$ cat config.mk
export PLATFORM = sky130hd
export DESIGN_NAME = cursor_rubber_band_overlay_core
export DESIGN_NICKNAME = d
export VERILOG_FILES = /design/src/rtl/crbo_pkg.sv /design/src/rtl/cursor_rubber_band_overlay_core.sv
export SDC_FILE = /design/constraint.sdc
export NUM_CORES = 1
export LEC_CHECK = 0
export ABC_AREA = 1
export BUFFER_PORTS_ARGS = -buffer_cell sky130_fd_sc_hd__buf_4
export CAP_MARGIN = 20
export CORE_MARGIN = 2
export CORE_UTILIZATION = 45
export CTS_CLUSTER_SIZE = 12
export DETAILED_ROUTE_END_ITERATION = 12
export PLACE_DENSITY = 0.69
export REMOVE_ABC_BUFFERS = 1
export SYNTH_ARGS = -nofsm -noshare
export SYNTH_HDL_FRONTEND = slang
export SYNTH_SLANG_ARGS = --single-unit
$ cat constraint.sdc
create_clock -name clk -period 3.4 [get_ports clk]
set_clock_uncertainty 0.1 [all_clocks]
set_input_delay 0.17 -clock clk [delete_from_list [all_inputs] [get_ports clk]]
set_output_delay 0.17 -clock clk [all_outputs]
set_load 0.05 [all_outputs]
$ cat src/rtl/crbo_pkg.sv
// shared constants, codes and sprite image for the cursor rubber-band overlay
`timescale 1ns / 1ps
`default_nettype none
package crbo_pkg;

  localparam int SCREEN_W    = 640;
  localparam int SCREEN_H    = 480;
  localparam int SPRITE_SIZE = 10;
  localparam int IMG_DIM     = 10;
  // visible sprite extent: the image is transparent outside its 10 by 10 area
  localparam int SPRITE_LIM  = (SPRITE_SIZE < IMG_DIM) ? SPRITE_SIZE : IMG_DIM;

  localparam int COL_W   = 10;
  localparam int ROW_W   = 9;
  localparam int COLOR_W = 8;
  localparam int DELTA_W = 12;
  localparam int SUM_W   = 14;
  localparam int IMG_IDX_W = 4;

  typedef enum logic [2:0] {
    REQ_PIXEL  = 3'd0,
    REQ_MOVE_X = 3'd1,
    REQ_MOVE_Y = 3'd2,
    REQ_BUTTON = 3'd3,
    REQ_KEYS   = 3'd4
  } req_type_t;

  typedef enum logic [1:0] {
    BTN_RELEASE = 2'd0,
    BTN_PRESS   = 2'd1
  } btn_code_t;

  typedef enum logic {
    RES_PIXEL  = 1'b0,
    RES_COMMIT = 1'b1
  } res_kind_t;

  localparam logic [COLOR_W-1:0] KEY_COLOR0 = 8'h0f;
  localparam logic [COLOR_W-1:0] KEY_COLOR1 = 8'h3c;
  localparam logic [COLOR_W-1:0] KEY_COLOR2 = 8'hf0;
  localparam logic [COLOR_W-1:0] KEY_COLOR3 = 8'hc0;

  typedef logic [COLOR_W-1:0] img_row_t [IMG_DIM];
  typedef img_row_t img_t [IMG_DIM];

  localparam img_t SPRITE_IMG = '{
    '{8'd255, 8'd0,   8'd0,   8'd0,   8'd0,   8'd0,   8'd0,   8'd0,   8'd0,   8'd0  },
    '{8'd0,   8'd255, 8'd255, 8'd0,   8'd0,   8'd0,   8'd0,   8'd0,   8'd0,   8'd0  },
    '{8'd0,   8'd255, 8'd255, 8'd255, 8'd255, 8'd0,   8'd0,   8'd0,   8'd0,   8'd0  },
    '{8'd0,   8'd0,   8'd255, 8'd255, 8'd255, 8'd255, 8'd255, 8'd0,   8'd0,   8'd0  },
    '{8'd0,   8'd0,   8'd255, 8'd255, 8'd255, 8'd255, 8'd255, 8'd255, 8'd255, 8'd0  },
    '{8'd0,   8'd0,   8'd0,   8'd255, 8'd255, 8'd255, 8'd255, 8'd255, 8'd255, 8'd255},
    '{8'd0,   8'd0,   8'd0,   8'd255, 8'd255, 8'd255, 8'd255, 8'd255, 8'd255, 8'd0  },
    '{8'd0,   8'd0,   8'd0,   8'd0,   8'd255, 8'd255, 8'd255, 8'd255, 8'd255, 8'd250},
    '{8'd0,   8'd0,   8'd0,   8'd0,   8'd255, 8'd255, 8'd255, 8'd255, 8'd255, 8'd255},
    '{8'd0,   8'd0,   8'd0,   8'd0,   8'd0,   8'd255, 8'd0,   8'd255, 8'd255, 8'd0  }
  };

  function automatic logic [COLOR_W-1:0] sprite_pixel(
    input logic [IMG_IDX_W-1:0] row,
    input logic [IMG_IDX_W-1:0] col
  );
    logic [COLOR_W-1:0] val;
    val = 8'd0;
    if (int'(row) < IMG_DIM && int'(col) < IMG_DIM) begin
      val = SPRITE_IMG[row][col];
    end
    return val;
  endfunction

endpackage
`default_nettype wire

$ cat src/rtl/cursor_rubber_band_overlay_core.sv
// cursor sprite and rubber-band rectangle overlay: top level
//
//  channel | direction | handshake            | payload
//  in_     | input     | in_valid / in_stall   | request type, pixel, move, button, keys
//  out_    | output    | out_valid / out_stall | composed pixel or rectangle commit
//
// one item per cycle sustained while in_stall is low; an item passes from the input register
// through the compose/update logic into the result register
// cursor, button, anchor and color state update as the item leaves the input register
// rst_n is synchronous; it clears valids and the state to screen center, released, black
// in_stall rises only when a result-producing item waits behind a stalled full result
`timescale 1ns / 1ps
`default_nettype none
module cursor_rubber_band_overlay_core (
  input  wire                          clk,
  input  wire                          rst_n,
  input  wire                          in_valid,
  output logic                         in_stall,
  input  wire  [2:0]                   in_req_type,
  input  wire  [crbo_pkg::COL_W-1:0]   in_pix_x,
  input  wire  [crbo_pkg::ROW_W-1:0]   in_pix_y,
  input  wire  [crbo_pkg::COLOR_W-1:0] in_background_color,
  input  wire  signed [crbo_pkg::DELTA_W-1:0] in_move_delta,
  input  wire  [1:0]                   in_button_value,
  input  wire  [3:0]                   in_key_bits,
  output logic                         out_valid,
  input  wire                          out_stall,
  output logic                         out_result_kind,
  output logic [crbo_pkg::COLOR_W-1:0] out_pixel_color,
  output logic [crbo_pkg::COL_W-1:0]   out_rect_left,
  output logic [crbo_pkg::COL_W-1:0]   out_rect_right,
  output logic [crbo_pkg::ROW_W-1:0]   out_rect_top,
  output logic [crbo_pkg::ROW_W-1:0]   out_rect_bottom,
  output logic [crbo_pkg::COLOR_W-1:0] out_rect_color
);

  // input register
  logic                                s1_valid_r;
  logic [2:0]                          s1_type_r;
  logic [crbo_pkg::COL_W-1:0]          s1_px_r;
  logic [crbo_pkg::ROW_W-1:0]          s1_py_r;
  logic [crbo_pkg::COLOR_W-1:0]        s1_bg_r;
  logic signed [crbo_pkg::DELTA_W-1:0] s1_delta_r;
  logic [1:0]                          s1_btn_r;
  logic [3:0]                          s1_keys_r;

  // block state
  logic [crbo_pkg::COL_W-1:0]   cursor_col_r, cursor_col_nxt;
  logic [crbo_pkg::ROW_W-1:0]   cursor_row_r, cursor_row_nxt;
  logic                         button_held_r, button_held_nxt;
  logic [crbo_pkg::COL_W-1:0]   anchor_col_r, anchor_col_nxt;
  logic [crbo_pkg::ROW_W-1:0]   anchor_row_r, anchor_row_nxt;
  logic [crbo_pkg::COLOR_W-1:0] draw_color_r, draw_color_nxt;

  // result register
  logic                         out_valid_r;
  logic                         out_kind_r, out_kind_nxt;
  logic [crbo_pkg::COLOR_W-1:0] out_pixel_r, out_pixel_nxt;
  logic [crbo_pkg::COL_W-1:0]   out_left_r, out_left_nxt;
  logic [crbo_pkg::COL_W-1:0]   out_right_r, out_right_nxt;
  logic [crbo_pkg::ROW_W-1:0]   out_top_r, out_top_nxt;
  logic [crbo_pkg::ROW_W-1:0]   out_bottom_r, out_bottom_nxt;
  logic [crbo_pkg::COLOR_W-1:0] out_rcolor_r, out_rcolor_nxt;

  logic s1_has_res;
  logic out_free;
  logic s1_adv;
  logic s1_fire;

  logic [crbo_pkg::COL_W-1:0]   band_left, band_right;
  logic [crbo_pkg::ROW_W-1:0]   band_top, band_bottom;
  logic                         in_band;
  logic [crbo_pkg::COL_W-1:0]   spr_dx;
  logic [crbo_pkg::ROW_W-1:0]   spr_dy;
  logic                         spr_hit;
  logic [crbo_pkg::COLOR_W-1:0] spr_val;
  logic [crbo_pkg::COLOR_W-1:0] composed;

  logic signed [crbo_pkg::SUM_W-1:0] delta_ext;
  logic signed [crbo_pkg::SUM_W-1:0] col_sum;
  logic signed [crbo_pkg::SUM_W-1:0] row_sum;
  logic [crbo_pkg::COL_W-1:0]        col_clamped;
  logic [crbo_pkg::ROW_W-1:0]        row_clamped;
  logic [crbo_pkg::COLOR_W-1:0]      key_color;
  logic                              key_hit;

  // ---------------------------------------------------------------- handshake
  always_comb begin
    s1_has_res = 1'b0;
    case (s1_type_r)
      crbo_pkg::REQ_PIXEL:  s1_has_res = 1'b1;
      crbo_pkg::REQ_BUTTON: s1_has_res = (s1_btn_r == crbo_pkg::BTN_RELEASE) && button_held_r;
      default:              s1_has_res = 1'b0;
    endcase
  end

  assign out_free = !out_valid_r || !out_stall;
  assign s1_adv   = !s1_has_res || out_free;
  assign s1_fire  = s1_valid_r && s1_adv;
  assign in_stall = s1_valid_r && !s1_adv;

  always_ff @(posedge clk) begin
    if (!rst_n) begin
      s1_valid_r <= 1'b0;
    end else if (!in_stall) begin
      s1_valid_r <= in_valid;
    end
  end

  always_ff @(posedge clk) begin
    if (!in_stall && in_valid) begin
      s1_type_r  <= in_req_type;
      s1_px_r    <= in_pix_x;
      s1_py_r    <= in_pix_y;
      s1_bg_r    <= in_background_color;
      s1_delta_r <= in_move_delta;
      s1_btn_r   <= in_button_value;
      s1_keys_r  <= in_key_bits;
    end
  end

  // ---------------------------------------------------------------- compose
  always_comb begin
    band_left   = (anchor_col_r < cursor_col_r) ? anchor_col_r : cursor_col_r;
    band_right  = (anchor_col_r < cursor_col_r) ? cursor_col_r : anchor_col_r;
    band_top    = (anchor_row_r < cursor_row_r) ? anchor_row_r : cursor_row_r;
    band_bottom = (anchor_row_r < cursor_row_r) ? cursor_row_r : anchor_row_r;
  end

  assign in_band = button_held_r && (s1_px_r >= band_left) && (s1_px_r <= band_right)
                   && (s1_py_r >= band_top) && (s1_py_r <= band_bottom);

  assign spr_dx = s1_px_r - cursor_col_r;
  assign spr_dy = s1_py_r - cursor_row_r;

  always_comb begin
    spr_hit = (32'(s1_px_r) < 32'(crbo_pkg::SCREEN_W))
              && (32'(s1_py_r) < 32'(crbo_pkg::SCREEN_H))
              && (s1_px_r >= cursor_col_r) && (s1_py_r >= cursor_row_r)
              && (32'(spr_dx) < 32'(crbo_pkg::SPRITE_LIM))
              && (32'(spr_dy) < 32'(crbo_pkg::SPRITE_LIM));
    spr_val = crbo_pkg::sprite_pixel(spr_dy[crbo_pkg::IMG_IDX_W-1:0],
                                     spr_dx[crbo_pkg::IMG_IDX_W-1:0]);
    composed = s1_bg_r;
    if (in_band) begin
      composed = draw_color_r;
    end
    // zero sprite pixels are transparent
    if (spr_hit && spr_val != '0) begin
      composed = spr_val;
    end
  end

  // ---------------------------------------------------------------- moves and keys
  assign delta_ext = {{(crbo_pkg::SUM_W-crbo_pkg::DELTA_W){s1_delta_r[crbo_pkg::DELTA_W-1]}},
                      s1_delta_r};
  assign col_sum = $signed({{(crbo_pkg::SUM_W-crbo_pkg::COL_W){1'b0}}, cursor_col_r}) + delta_ext;
  assign row_sum = $signed({{(crbo_pkg::SUM_W-crbo_pkg::ROW_W){1'b0}}, cursor_row_r}) + delta_ext;

  always_comb begin
    if (col_sum < 0) begin
      col_clamped = '0;
    end else if (col_sum > crbo_pkg::SUM_W'(crbo_pkg::SCREEN_W - 1)) begin
      col_clamped = crbo_pkg::COL_W'(crbo_pkg::SCREEN_W - 1);
    end else begin
      col_clamped = col_sum[crbo_pkg::COL_W-1:0];
    end
    if (row_sum < 0) begin
      row_clamped = '0;
    end else if (row_sum > crbo_pkg::SUM_W'(crbo_pkg::SCREEN_H - 1)) begin
      row_clamped = crbo_pkg::ROW_W'(crbo_pkg::SCREEN_H - 1);
    end else begin
      row_clamped = row_sum[crbo_pkg::ROW_W-1:0];
    end
  end

  // the highest set key bit picks the draw color: key 3 has priority over key 0
  always_comb begin
    key_hit   = 1'b1;
    key_color = draw_color_r;
    if (s1_keys_r[3]) begin
      key_color = crbo_pkg::KEY_COLOR3;
    end else if (s1_keys_r[2]) begin
      key_color = crbo_pkg::KEY_COLOR2;
    end else if (s1_keys_r[1]) begin
      key_color = crbo_pkg::KEY_COLOR1;
    end else if (s1_keys_r[0]) begin
      key_color = crbo_pkg::KEY_COLOR0;
    end else begin
      key_hit = 1'b0;
    end
  end

  // ---------------------------------------------------------------- state update
  always_comb begin
    cursor_col_nxt  = cursor_col_r;
    cursor_row_nxt  = cursor_row_r;
    button_held_nxt = button_held_r;
    anchor_col_nxt  = anchor_col_r;
    anchor_row_nxt  = anchor_row_r;
    draw_color_nxt  = draw_color_r;
    if (s1_fire) begin
      case (s1_type_r)
        crbo_pkg::REQ_MOVE_X: cursor_col_nxt = col_clamped;
        crbo_pkg::REQ_MOVE_Y: cursor_row_nxt = row_clamped;
        crbo_pkg::REQ_BUTTON: begin
          if (s1_btn_r == crbo_pkg::BTN_PRESS && !button_held_r) begin
            button_held_nxt = 1'b1;
            anchor_col_nxt  = cursor_col_r;
            anchor_row_nxt  = cursor_row_r;
          end else if (s1_btn_r == crbo_pkg::BTN_RELEASE && button_held_r) begin
            button_held_nxt = 1'b0;
          end
        end
        crbo_pkg::REQ_KEYS: begin
          if (key_hit) begin
            draw_color_nxt = key_color;
          end
        end
        default: ;
      endcase
    end
  end

  always_ff @(posedge clk) begin
    if (!rst_n) begin
      cursor_col_r  <= crbo_pkg::COL_W'(crbo_pkg::SCREEN_W / 2);
      cursor_row_r  <= crbo_pkg::ROW_W'(crbo_pkg::SCREEN_H / 2);
      button_held_r <= 1'b0;
      anchor_col_r  <= '0;
      anchor_row_r  <= '0;
      draw_color_r  <= '0;
    end else begin
      cursor_col_r  <= cursor_col_nxt;
      cursor_row_r  <= cursor_row_nxt;
      button_held_r <= button_held_nxt;
      anchor_col_r  <= anchor_col_nxt;
      anchor_row_r  <= anchor_row_nxt;
      draw_color_r  <= draw_color_nxt;
    end
  end

  // ---------------------------------------------------------------- result register
  always_comb begin
    out_kind_nxt   = crbo_pkg::RES_PIXEL;
    out_pixel_nxt  = composed;
    out_left_nxt   = '0;
    out_right_nxt  = '0;
    out_top_nxt    = '0;
    out_bottom_nxt = '0;
    out_rcolor_nxt = '0;
    if (s1_type_r != crbo_pkg::REQ_PIXEL) begin
      out_kind_nxt   = crbo_pkg::RES_COMMIT;
      out_pixel_nxt  = '0;
      out_left_nxt   = band_left;
      out_right_nxt  = band_right;
      out_top_nxt    = band_top;
      out_bottom_nxt = band_bottom;
      out_rcolor_nxt = draw_color_r;
    end
  end

  always_ff @(posedge clk) begin
    if (!rst_n) begin
      out_valid_r <= 1'b0;
    end else if (out_free) begin
      out_valid_r <= s1_fire && s1_has_res;
    end
  end

  always_ff @(posedge clk) begin
    if (s1_fire && s1_has_res) begin
      out_kind_r   <= out_kind_nxt;
      out_pixel_r  <= out_pixel_nxt;
      out_left_r   <= out_left_nxt;
      out_right_r  <= out_right_nxt;
      out_top_r    <= out_top_nxt;
      out_bottom_r <= out_bottom_nxt;
      out_rcolor_r <= out_rcolor_nxt;
    end
  end

  assign out_valid       = out_valid_r;
  assign out_result_kind = out_kind_r;
  assign out_pixel_color = out_pixel_r;
  assign out_rect_left   = out_left_r;
  assign out_rect_right  = out_right_r;
  assign out_rect_top    = out_top_r;
  assign out_rect_bottom = out_bottom_r;
  assign out_rect_color  = out_rcolor_r;

  // ---------------------------------------------------------------- assertions
  a_cursor_on_screen: assert property (@(posedge clk) disable iff (!rst_n)
    (32'(cursor_col_r) < 32'(crbo_pkg::SCREEN_W)) && (32'(cursor_row_r) < 32'(crbo_pkg::SCREEN_H)))
    else $error("cursor left the screen");

  a_commit_sorted: assert property (@(posedge clk) disable iff (!rst_n)
    out_valid && out_result_kind == crbo_pkg::RES_COMMIT |->
      out_rect_left <= out_rect_right && out_rect_top <= out_rect_bottom && out_pixel_color == '0)
    else $error("commit item with unsorted corners or pixel color");

  a_press_from_button: assert property (@(posedge clk) disable iff (!rst_n)
    $rose(button_held_r) |-> $past(s1_fire && s1_type_r == crbo_pkg::REQ_BUTTON))
    else $error("button held without a button item");

  a_stall_needs_item: assert property (@(posedge clk) disable iff (!rst_n)
    in_stall |-> s1_valid_r && s1_has_res && out_valid_r)
    else $error("input stalled with nothing blocking");

endmodule
`default_nettype wire
# Yosys cells after proc, flatten, opt, wreduce, memory -nomap -nowiden
# Memory sizes are Yosys's and may differ from the RTL's.
# Index checks and enable logic that the tools add are counted.
op_classes:
  bitwise_logic: 2
  n_reduce_logical: 36
  muxes: 28
  n_eq_ne: 5
  n_addsub: 4
  n_lt_le_gt_ge: 20
ops:
  columns: ["operator", "n"]
  rows:
  - ["80-bit two-way mux", 2]
  - ["8-bit two-way mux", 9]
  - ["10-bit two-way mux", 4]
  - ["9-bit two-way mux", 4]
  - ["8-bit binary-select mux with 4-bit select", 1]
  - ["13-bit by 1-bit less-than comparator with 1-bit output, second input constant", 2]
  - ["10-bit >= comparator", 2]
  - ["9-bit >= comparator", 2]
  - ["1-bit logical AND", 17]
  - ["10-bit by 12-bit adder with 13-bit output", 1]
  - ["11-bit by 12-bit adder with 13-bit output", 1]
  - ["13-bit by 10-bit greater-than comparator with 1-bit output, second input constant", 1]
  - ["13-bit by 11-bit greater-than comparator with 1-bit output, second input constant", 1]
  - ["5-bit >= comparator, second input constant", 2]
  - ["10-bit <= comparator", 1]
  - ["10-bit less-than comparator", 1]
  - ["10-bit less-than comparator, second input constant", 1]
  - ["10-bit by 4-bit less-than comparator with 1-bit output, second input constant", 1]
  - ["4-bit inverter with 5-bit output", 2]
  - ["10-bit subtractor", 1]
  - ["9-bit <= comparator", 1]
  - ["9-bit by 4-bit less-than comparator with 1-bit output, second input constant", 1]
  - ["9-bit less-than comparator", 1]
  - ["9-bit less-than comparator, second input constant", 1]
  - ["other kinds (19)", 35]
totals:
  mem_count: 1
  elab_cells: 118
  ff_bits: 152
  out_inout_bits: 57
  rom_bits: 1280
memory_table:
  columns: ["memory", "depth", "word_bits", "read_ports", "rd_clocked_by_memory_dff", "write_ports", "line", "text"]
  rows:
  - ["(name not given)", 16, 80, 1, 0, 0, "crbo_pkg.sv:66", "val = SPRITE_IMG[row][col];"]

# Logic depth before layout (Yosys ltp)
# Gate-level depths: netlist of run 1.
logic_depth:
  ltp_word: 12
  mapped_depth: 22
  mapped_depth_nobuf: 21

# Worst setup path before layout of run 1
# Ideal clock, no wire load.
synth_timing:
  kind: "register -> register"
  start: "register cursor_row_r[1] (netlist bit)"
  end: "register out_pixel_r, in the netlist out_pixel_color[0], data pin"
  period_less_slack_ns: 3.310
  required_ns: 3.041
  path_stages_with_launch: 19
  arrival_time_ns: 2.951
  path_slack_ns: 0.090
  path_cell_list: "dfxtp_1 > inv_1 > ha_1 > nand2_1 > nor3_1 > o211ai_1 > nand3_1 > clkbuf_1 > o21ai_0 > ha_1 > nand4_1 > or3_1 > inv_1 > nor2_1 > nand3b_1 > o21ai_0 > nand2_1 > nand2_1 > a21oi_1"
synth_via:
  elab_chain_len: 12
  elab_cells_between_ends: 27
  cone_classes: "add/sub: 1; order compare: 6; mux: 10; bitwise: 1; reduce/logical: 8; memory: 1"
synth_lines:
  columns: ["item", "line", "text"]
  rows:
  - ["start: declaration", "cursor_rubber_band_overlay_core.sv:49", "logic [crbo_pkg::ROW_W-1:0] cursor_row_r, cursor_row_nxt;"]
  - ["start signal: assignment", "cursor_rubber_band_overlay_core.sv:228", "cursor_row_r <= crbo_pkg::ROW_W'(crbo_pkg::SCREEN_H / 2);"]
  - ["start signal: assignment", "cursor_rubber_band_overlay_core.sv:235", "cursor_row_r <= cursor_row_nxt;"]
  - ["9-bit subtractor", "cursor_rubber_band_overlay_core.sv:134", "assign spr_dy = s1_py_r - cursor_row_r;"]
  - ["4-bit inverter with 5-bit output (not written as such)", "crbo_pkg.sv:66", null]
  - ["memory read 16 x 80 bit", null, null]
  - ["80-bit two-way mux (not written as such) (2 in series)", "crbo_pkg.sv:66", null]
  - ["8-bit binary-select mux with 4-bit select", "crbo_pkg.sv:66", null]
  - ["8-bit two-way mux (not written as such) (2 in series)", "crbo_pkg.sv:66", null]
  - ["8-bit two-way mux", "crbo_pkg.sv:65", "if (int'(row) < IMG_DIM && int'(col) < IMG_DIM) begin"]
  - ["8-bit nonzero test", "cursor_rubber_band_overlay_core.sv:149", "if (spr_hit && spr_val != '0) begin"]
  - ["1-bit logical AND", "cursor_rubber_band_overlay_core.sv:149", null]
  - ["8-bit two-way mux (*)", "cursor_rubber_band_overlay_core.sv:149", null]
  - ["end signal: assignment", "cursor_rubber_band_overlay_core.sv:274", "out_pixel_r <= out_pixel_nxt;"]
  - ["end: declaration", "cursor_rubber_band_overlay_core.sv:58", "logic [crbo_pkg::COLOR_W-1:0] out_pixel_r, out_pixel_nxt;"]
# Every way passes the cells marked *; elsewhere a longest branch is shown, timed or not. The select of a mux whose other input is x is not followed.
# A chain may end at the register's enable or synchronous reset.

# Worst setup path in the final report of run 1
layout_timing:
  start: "register cursor_row_r[4] (netlist bit)"
  end: "register out_pixel_r, in the netlist out_pixel_color[0], data pin"
layout_via:
  elab_chain_len: 7
  elab_cells_between_ends: 16
  cone_classes: "add/sub: 1; order compare: 5; mux: 4; reduce/logical: 6"
layout_lines:
  columns: ["item", "line", "text"]
  rows:
  - ["9-bit less-than comparator", "cursor_rubber_band_overlay_core.sv:126, cursor_rubber_band_overlay_core.sv:127", null]
  - ["9-bit two-way mux", "cursor_rubber_band_overlay_core.sv:126", "band_top = (anchor_row_r < cursor_row_r) ? anchor_row_r : cursor_row_r;"]
  - ["9-bit >= comparator", "cursor_rubber_band_overlay_core.sv:131", "&& (s1_py_r >= band_top) && (s1_py_r <= band_bottom);"]
  - ["1-bit logical AND (2 in series)", "cursor_rubber_band_overlay_core.sv:131", null]
  - ["8-bit two-way mux", "cursor_rubber_band_overlay_core.sv:145", "if (in_band) begin"]
  - ["8-bit two-way mux (*)", "cursor_rubber_band_overlay_core.sv:149", null]
# Every way passes the cells marked *; elsewhere a longest branch is shown, timed or not.

==> results of run 1 <==
-- power by group --
group | total, uW | internal, uW | switching (uW)
clock network | 1850 | 1090 | 767
registers | 2000 | 1940 | 62.1
logic | 912 | 382 | 530
total | 4770 | 3410 | 1360
-- placed cells by master, fill, tap and decap left out, types with 18 or more instances in the layout --
cell type / instances
nand2_1: 267
buf_4: 203
inv_1: 120
edfxtp_1: 99
nor2_1: 94
a21oi_1: 90
ha_1: 86
nand3_1: 51
dlygate4sd3_1: 50
o21ai_0: 42
dfxtp_1: 34
o21ai_1: 21
nand2_2: 18
-- flip-flops by register name (all words and copies together), names as in the netlist, 8 cells and up --
| register | flops |
|---|---|
| out_rect_right | 10 |
| out_rect_bottom | 9 |
| s1_bg_r | 8 |
| s1_px_r | 10 |
| s1_py_r | 9 |
| anchor_row_r | 9 |
| anchor_col_r | 10 |
| out_rect_top | 9 |
| cursor_row_r | 9 |
| cursor_col_r | 10 |
| out_rect_left | 10 |
| out_pixel_color | 8 |
| s1_delta_r | 12 |
-- stage by stage --
step / hold WS (ps) / TNS (ps)
after floorplan: 168.9 / -2457
after global placement: 248.5 / -2919
after detailed placement: 249.3 / -3610
after CTS: 10.06 / -43.43
after global routing: 17.36 / -2482
final: 28.43 / -1143
-- layer usage --
| metal | up-vias | track usage | part of all wire |
|---|---|---|---|
| met3 | 52 | 0.03758 | 0.050 |
| met5 | - | 0 | 0 |
| met2 | 246 | 0.4237 | 0.49 |
| met4 | 0 | 0.08010 | 0.026 |
| met1 | 3999 | 0.3057 | 0.43 |
| li1 | 4326 | - | - |
-- timing repair --
item,in CTS,in global routing
hold buffers,50,0
resized for setup,112,36
endpoints found under the hold margin,50,0
gates cloned,5,0
setup endpoints to repair,8,8
buffers inserted,11,3
pin swaps,41,26
-- cells in the mapped netlist, drive strengths merged --
cell     number  area (um^2)
a211oi        7        52.55
a21boi        2        15.01
a21o          1        7.510
a21oi       103        530.5
a31oi         3        18.77
buf           7        45.04
clkbuf       19        71.32
clkinv        1        3.750
dfxtp        45        900.9
edfxtp       99         2973
fa            4        80.08
ha           97         1214
inv         138        520.5
nand2       287         1105
nand3        62        350.3
nand3b        7        52.55
nand4        13        81.33
nor2        103        396.6
nor3          6        30.03
nor4          2        12.51
o2111ai       3        26.28
o211ai        5        37.54
o21a          5        37.54
o21ai        81        409.1
o21bai        3        22.52
o31ai         2        15.01
o41ai         1        8.760
or3           1        6.260
xnor2         7        61.31
xor2         11        96.34
-- path summary, 6_finish.rpt --
kind,from,end,slack (ps),cells past startpoint
worst max-delay path,cursor_row_r[4],out_pixel_color[0],-170,19
worst min register to register,anchor_col_r[1],anchor_col_r[1],390,2
worst max register to register,cursor_row_r[4],out_pixel_color[0],-170,19
worst min-delay path,rst_n,anchor_col_r[9],30,3
-- worst max-delay path: cells and delay by family, from the launching register on --
kind,cells,cell delay [ps]
buffers and inverters,5,510
adders and majority gates,2,600
and+or+nand+nor,9,1390
DFF,1,330
AOI/OAI and AO/OA,3,480
-- logic make-up (layout without fill, tap and decap cells) --
logic type,Yosys count,count (layout)
xor gates and xnor gates,18,18
AOI/OAI and AO/OA,216,216
DFF,144,144
buffers and inverters,165,436
and+or+nand+nor,481,482
adders and majority gates,101,101
-- layout make-up --
cell class | count | area share
Multi-Input combinational cell | 817 | 0.4035
Sequential cell | 144 | 0.3087
Timing Repair Buffer | 265 | 0.1740
Inverter | 139 | 0.04163
Clock buffer | 20 | 0.03468
Tap cell | 270 | 0.02683
Clock inverter | 12 | 0.01063
==> summary.txt, run 1 <==
Timing
  – Worst setup margin: -166.9 ps
  – Max Clock Freq: 0.2804 GHz
  – Tmin final: 3567 ps
  – Max transition margin: 0.4808
  – Crit share post-route: 1.049
  – Worst-margin pin slew: 777.9 ps
  – Setup-failing EPs final: 8
  – RSZ-0062 raised after global routing: yes
  – Slew Viols, Final: 0
  – Fin. Hold Viols: 0

Logic synthesis
  – Post-Synth Simple-Gate Area: 0.2216
  – Compound-Gate Fraction of Synth Area: 0.1286
  – Largest family of logic cells by synthesized area: simple AND/OR/NAND/NOR gates
  – Mapped Cells: 1,125
  – Synth Area in XOR/XNOR: 0.01717
  – Synth Cell Area: 9181 um^2
  – Syn avg cell area: 8.161 um^2
  – Adder and majority gate portion of the synthesized area: 0.1409
  – Post-synthesis register bit count: 144
  – Yosys Warn Count: 0
  – Mux cell area share after synthesis: 0
  – Synth unique cells: 43
  – Register area share after synthesis: 0.4219

CTS
  – CTS Root Cell: clkbuf_16
  – Clock latency on the worst-skew pair: 430 ps
  – Num Clock Sinks: 144
  – CTS tree: yes
  – H-tree depth: 4
  – Clock Path Buffers: 2
  – Clock-pin slew on the worst setup and hold paths: 60 ps
  – Clock buffer count from CTS: 17

Global routing
  – Total GRT Usage: 0.2417
  – Initial antenna violation count: 0
  – Largest net degree at the start of global routing: 52
  – GRT overflow: 0
  – First-pass GRT wire length: 41.21 mm
  – Vias in the first global route: 8,438

Critical path
  – CP arrival: 3730 ps
  – Crit-path max FO: 8
  – CP most frequent cell: inv_2
  – CP cell instances: inv_2 -> ha_4 -> inv_2 -> o31ai_2 -> nand2_1 -> nand3_4 -> buf_6 -> o21ai_1 -> ha_1 -> nand4_1 -> or3_4 -> inv_2 -> nor2_4 -> nand3b_1 -> inv_2 -> nand3_2 -> nand2_1 -> nand2_1 -> a21oi_1
  – CP Class: register to register
  – Startpoint types: register
  – Critical Path RT: 3560 ps
  – Critical path capture point type: register
  – Slowest-stage cell, CP: or3_4
  – Crit path largest cell delay: 380 ps

Layout
  – Layout cells sized above 1: 0.2570
  – Layout Cells excl Fill: 1,667
  – Final design area excluding fillers: 12,590 um^2
  – Nets: 1,537
  – Synth-to-Final Area Change: 37.15%
  – Post-layout utilization of the core: 0.6263
  – Footprint of the multi-input gates: 5081 um^2
  – Antenna Cells: 0
  – Sequential cell area: 3887 um^2
  – Filler cells: 1,589

Job
  – Maximum Capacitance Violations: 0

Place
  – Port Buffer Count: 108
  – Final Wtd Congestion: 0.9273
  – Detailed Place HPWL: 18.49 mm
  – Placed cells: 1,567
  – Dpl ws: -466.0 ps
  – Placed cell areas: 10,910 um^2

Routing
  – # DRC: 0
  – Pre-Repair DR Iteration Count: 5
  – DRT iter0 DRCs: 525
  – Final ANT Viol Nets: 0
  – Final wirelength: 25.71 mm
  – Wire length per cell: 15.42 um
  – Via count: 8,623
  – Vias per cell: 5.173

Floorplan
  – Cell Rows: 52
  – I/O pins: 109
  – Die area: 21,560 um^2
  – Die Wd: 146.8 um
  – Starting density of the core: 0.4567
  – Core area: 20,100 um^2
  – Die height: 146.8 um

Status
  – Failing checks: negative setup slack
  – Outcome: finished with violations

Min path
  – Hold crit path type: input pin to register

Power and ir drop
  – Static leakage: 0.005614 uW
  – Final Power: 4766 uW
  – P per Cell Area: 378.5 nW/um^2
  – Maximum vdd drop: 0.0003361 V
No activity file was read; power rests on OpenSTA's default activity.
==> run 2: changes to the inputs <==
--- a/config.mk
+++ b/config.mk
@@ -8,11 +8,11 @@
 export ABC_AREA = 1
 export BUFFER_PORTS_ARGS = -buffer_cell sky130_fd_sc_hd__buf_4
 export CAP_MARGIN = 20
-export CORE_MARGIN = 2
-export CORE_UTILIZATION = 45
+export CORE_MARGIN = 8
+export CORE_UTILIZATION = 38
 export CTS_CLUSTER_SIZE = 12
 export DETAILED_ROUTE_END_ITERATION = 12
-export PLACE_DENSITY = 0.69
+export PLACE_DENSITY = 0.6
 export REMOVE_ABC_BUFFERS = 1
 export SYNTH_ARGS = -nofsm -noshare
 export SYNTH_HDL_FRONTEND = slang
==> run 2 against run 1 <==
The flow still finishes with violations (negative setup slack). Register-to-register slack better by 80 ps. Global-route usage down 6.3 points. Wire length up 3.0%. Sequential power about the same. Final cell count up 4.1%. Die area up 36%. Critical path type unchanged.
==> summary.txt, run 2 (synthesis gave the netlist of run 1 again) <==
Status
  – Outcome: finished with violations
  – Failing checks: negative setup slack

Layout
  – Max FFs per register: 12 (unchanged)
  – Synth-to-Final Area Change: 40.92%
  – Layout cells sized above 1: 0.2691 (+0.01214)
  – Sequential cell area: 3884 um^2 (about the same)
  – Largest Register: s1_delta_r
  – Final design area excluding fillers: 12,940 um^2 (+2.8%)
  – Antenna Cells: 0 (unchanged)
  – Post-layout utilization of the core: 0.5383 (-0.08800)
  – Commonest non-fill, non-tap cells in the layout: nand2_1, buf_4, inv_1
  – Most common cell after layout, fill and taps aside: nand2_1
  – Nets: 1,552 (+0.98%)
  – Filler cells: 2,189 (+38%)
  – Footprint of the multi-input gates: 5162 um^2 (+1.6%)

Global routing
  – Largest net degree at the start of global routing: 40 (-23%)
  – Vias in the first global route: 7,984 (-5.4%)
  – Initial antenna violation count: 0 (unchanged)
  – GRT overflow: 0 (unchanged)
  – Total GRT Usage: 0.1784 (-0.06333)
  – First-pass GRT wire length: 40.74 mm (-1.2%)

Min path
  – Hold crit path type: input pin to register
  – Worst hold path depth: 2 (-1)

CTS
  – Clock buffer count from CTS: 17 (unchanged)
  – Clock-pin slew on the worst setup and hold paths: 60 ps (about the same)
  – Clock Path Buffers: 2 (unchanged)
  – Num Clock Sinks: 144 (unchanged)
  – Clock latency on the worst-skew pair: 430 ps (about the same)
  – CTS Root Cell: clkbuf_16
  – H-tree depth: 4 (unchanged)
  – CTS tree: yes

Floorplan
  – Core area: 24,030 um^2 (+20%)
  – I/O pins: 109 (unchanged)
  – Die Wd: 171.4 um (+17%)
  – Cell Rows: 57 (+9.6%)
  – Die area: 29,390 um^2 (+36%)
  – Die height: 171.4 um (+17%)
  – Starting density of the core: 0.3820 (-0.07468)

Timing
  – Slew Viols, Final: 0 (unchanged)
  – Worst-margin pin slew: 758.7 ps (-19.18 ps)
  – Tmin final: 3487 ps (-80.39 ps)
  – Setup-failing EPs final: 8 (unchanged)
  – RSZ-0062 raised after global routing: yes
  – Max Clock Freq: 0.2868 GHz (+2.3%)
  – Fin. Hold Viols: 0 (unchanged)
  – Crit share post-route: 1.025 (-0.02364)
  – Worst setup margin: -86.52 ps (+80.39 ps)
  – Max transition margin: 0.4936 (+0.01280)
  – Hold WS: 353.9 ps (+325.5 ps)
  – Setup total negative slack: -599.7 ps (+543.4 ps)

Critical path
  – Startpoint types: register
  – CP Class: register to register
  – Crit-path max FO: 8 (unchanged)
  – Critical path capture point type: register
  – Reg2Reg Depth: 22 (+3)
  – CP arrival: 3550 ps (-180 ps)
  – Critical Path RT: 3460 ps (-100 ps)

Routing
  – DR WL met2: 13.16 mm (+4.1%)
  – Highest routed metal layer: met4
  – Vias per cell: 4.839 (-6.4%)
  – Wire length per cell: 15.26 um (-1.1%)
  – Via count: 8,401 (-2.6%)
  – Post-Route M1 WL: 11.95 mm (+7.6%)
  – DRT iter0 DRCs: 454 (-14%)
  – Pre-Repair DR Iteration Count: 6 (+1)
  – Final ANT Viol Nets: 0 (unchanged)
  – Final wirelength: 26.49 mm (+3.0%)
  – # DRC: 0 (unchanged)
  – Met3 wire length: 910 um (-29%)

Job
  – Maximum Capacitance Violations: 0 (unchanged)

Place
  – Dpl ws: -249.7 ps (+216.4 ps)
  – Final Wtd Congestion: 0.8765 (-5.5%)
  – Detailed Place HPWL: 19.78 mm (+7.0%)
  – Port Buffer Count: 108 (unchanged)
  – Placed cell areas: 11,070 um^2 (+1.4%)

Power and ir drop
  – P per Cell Area: 385.2 nW/um^2 (+1.8%)
  – Static leakage: 0.005720 uW (+1.9%)
  – Maximum vdd drop: 0.0002037 V (-39%)
## run 2: what timing repair did
item | 4_1_cts | 5_1_grt
setup buffers | 2 | 10
endpoints found under the hold margin | 51 | 0
pin swaps | 4 | 29
gates cloned | 1 | 6
resized for setup | 46 | 109
hold buffers | 51 | 0
endpoints found under the setup margin | 8 | 8
## run 2: worst max-delay path, cell delays in order, from the launching register on
cell	delay, ps
dfxtp_2	330
inv_2	50
ha_4	260
inv_2	40
o31ai_2	250
nand2_1	130
nand3_4	190
buf_6	160
o21ai_0	80
buf_4	150
ha_1	300
nand2_2	110
nor2_4	140
nand2_1	50
o211ai_1	180
o41ai_2	100
buf_4	180
nand2_8	90
inv_2	60
nand3_2	80
nand2_1	60
nand2_1	70
a21oi_1	60
## run 2: per-layer routing
metal  track usage  vias to the layer above
met4       0.05671                        0
met3       0.02777                       30
met1        0.2277                     3876
met5             0                        -
met2        0.3046                      138
li1              -                     4357
## run 2: cell type report
cell class              count  area share
clock buffers              20     0.03530
multi-input cells         818      0.3990
well taps                 324     0.03133
repair buffers            279      0.1799
clock inverters            12     0.01383
inverters                 139     0.04052
flip-flops and latches    144      0.3002
## run 2: final timing paths
path,startpoint,endpoint,slack (ps)
hold / removal,in_move_delta[1],s1_delta_r[1],350
setup / recovery,cursor_row_r[3],out_pixel_color[0],-90
setup reg to reg,cursor_row_r[3],out_pixel_color[0],-90
hold reg to reg,anchor_col_r[1],anchor_col_r[1],390
## run 2: report_power, final
group	leakage (uW)	internal (uW)	switching, uW
logic	0.00409	397	530
registers	0.00132	1940	66.4
clock network	0.000307	1270	780
total	0.00572	3610	1380
## run 2: through the flow
step / instances / total power, uW
final: 1736 / 4984
after global routing: 1736 / 5199
after CTS: 1720 / 4948
after detailed placement: 1634 / 2826
after global placement: 1634 / 2813
after floorplan: 1099 / 2557
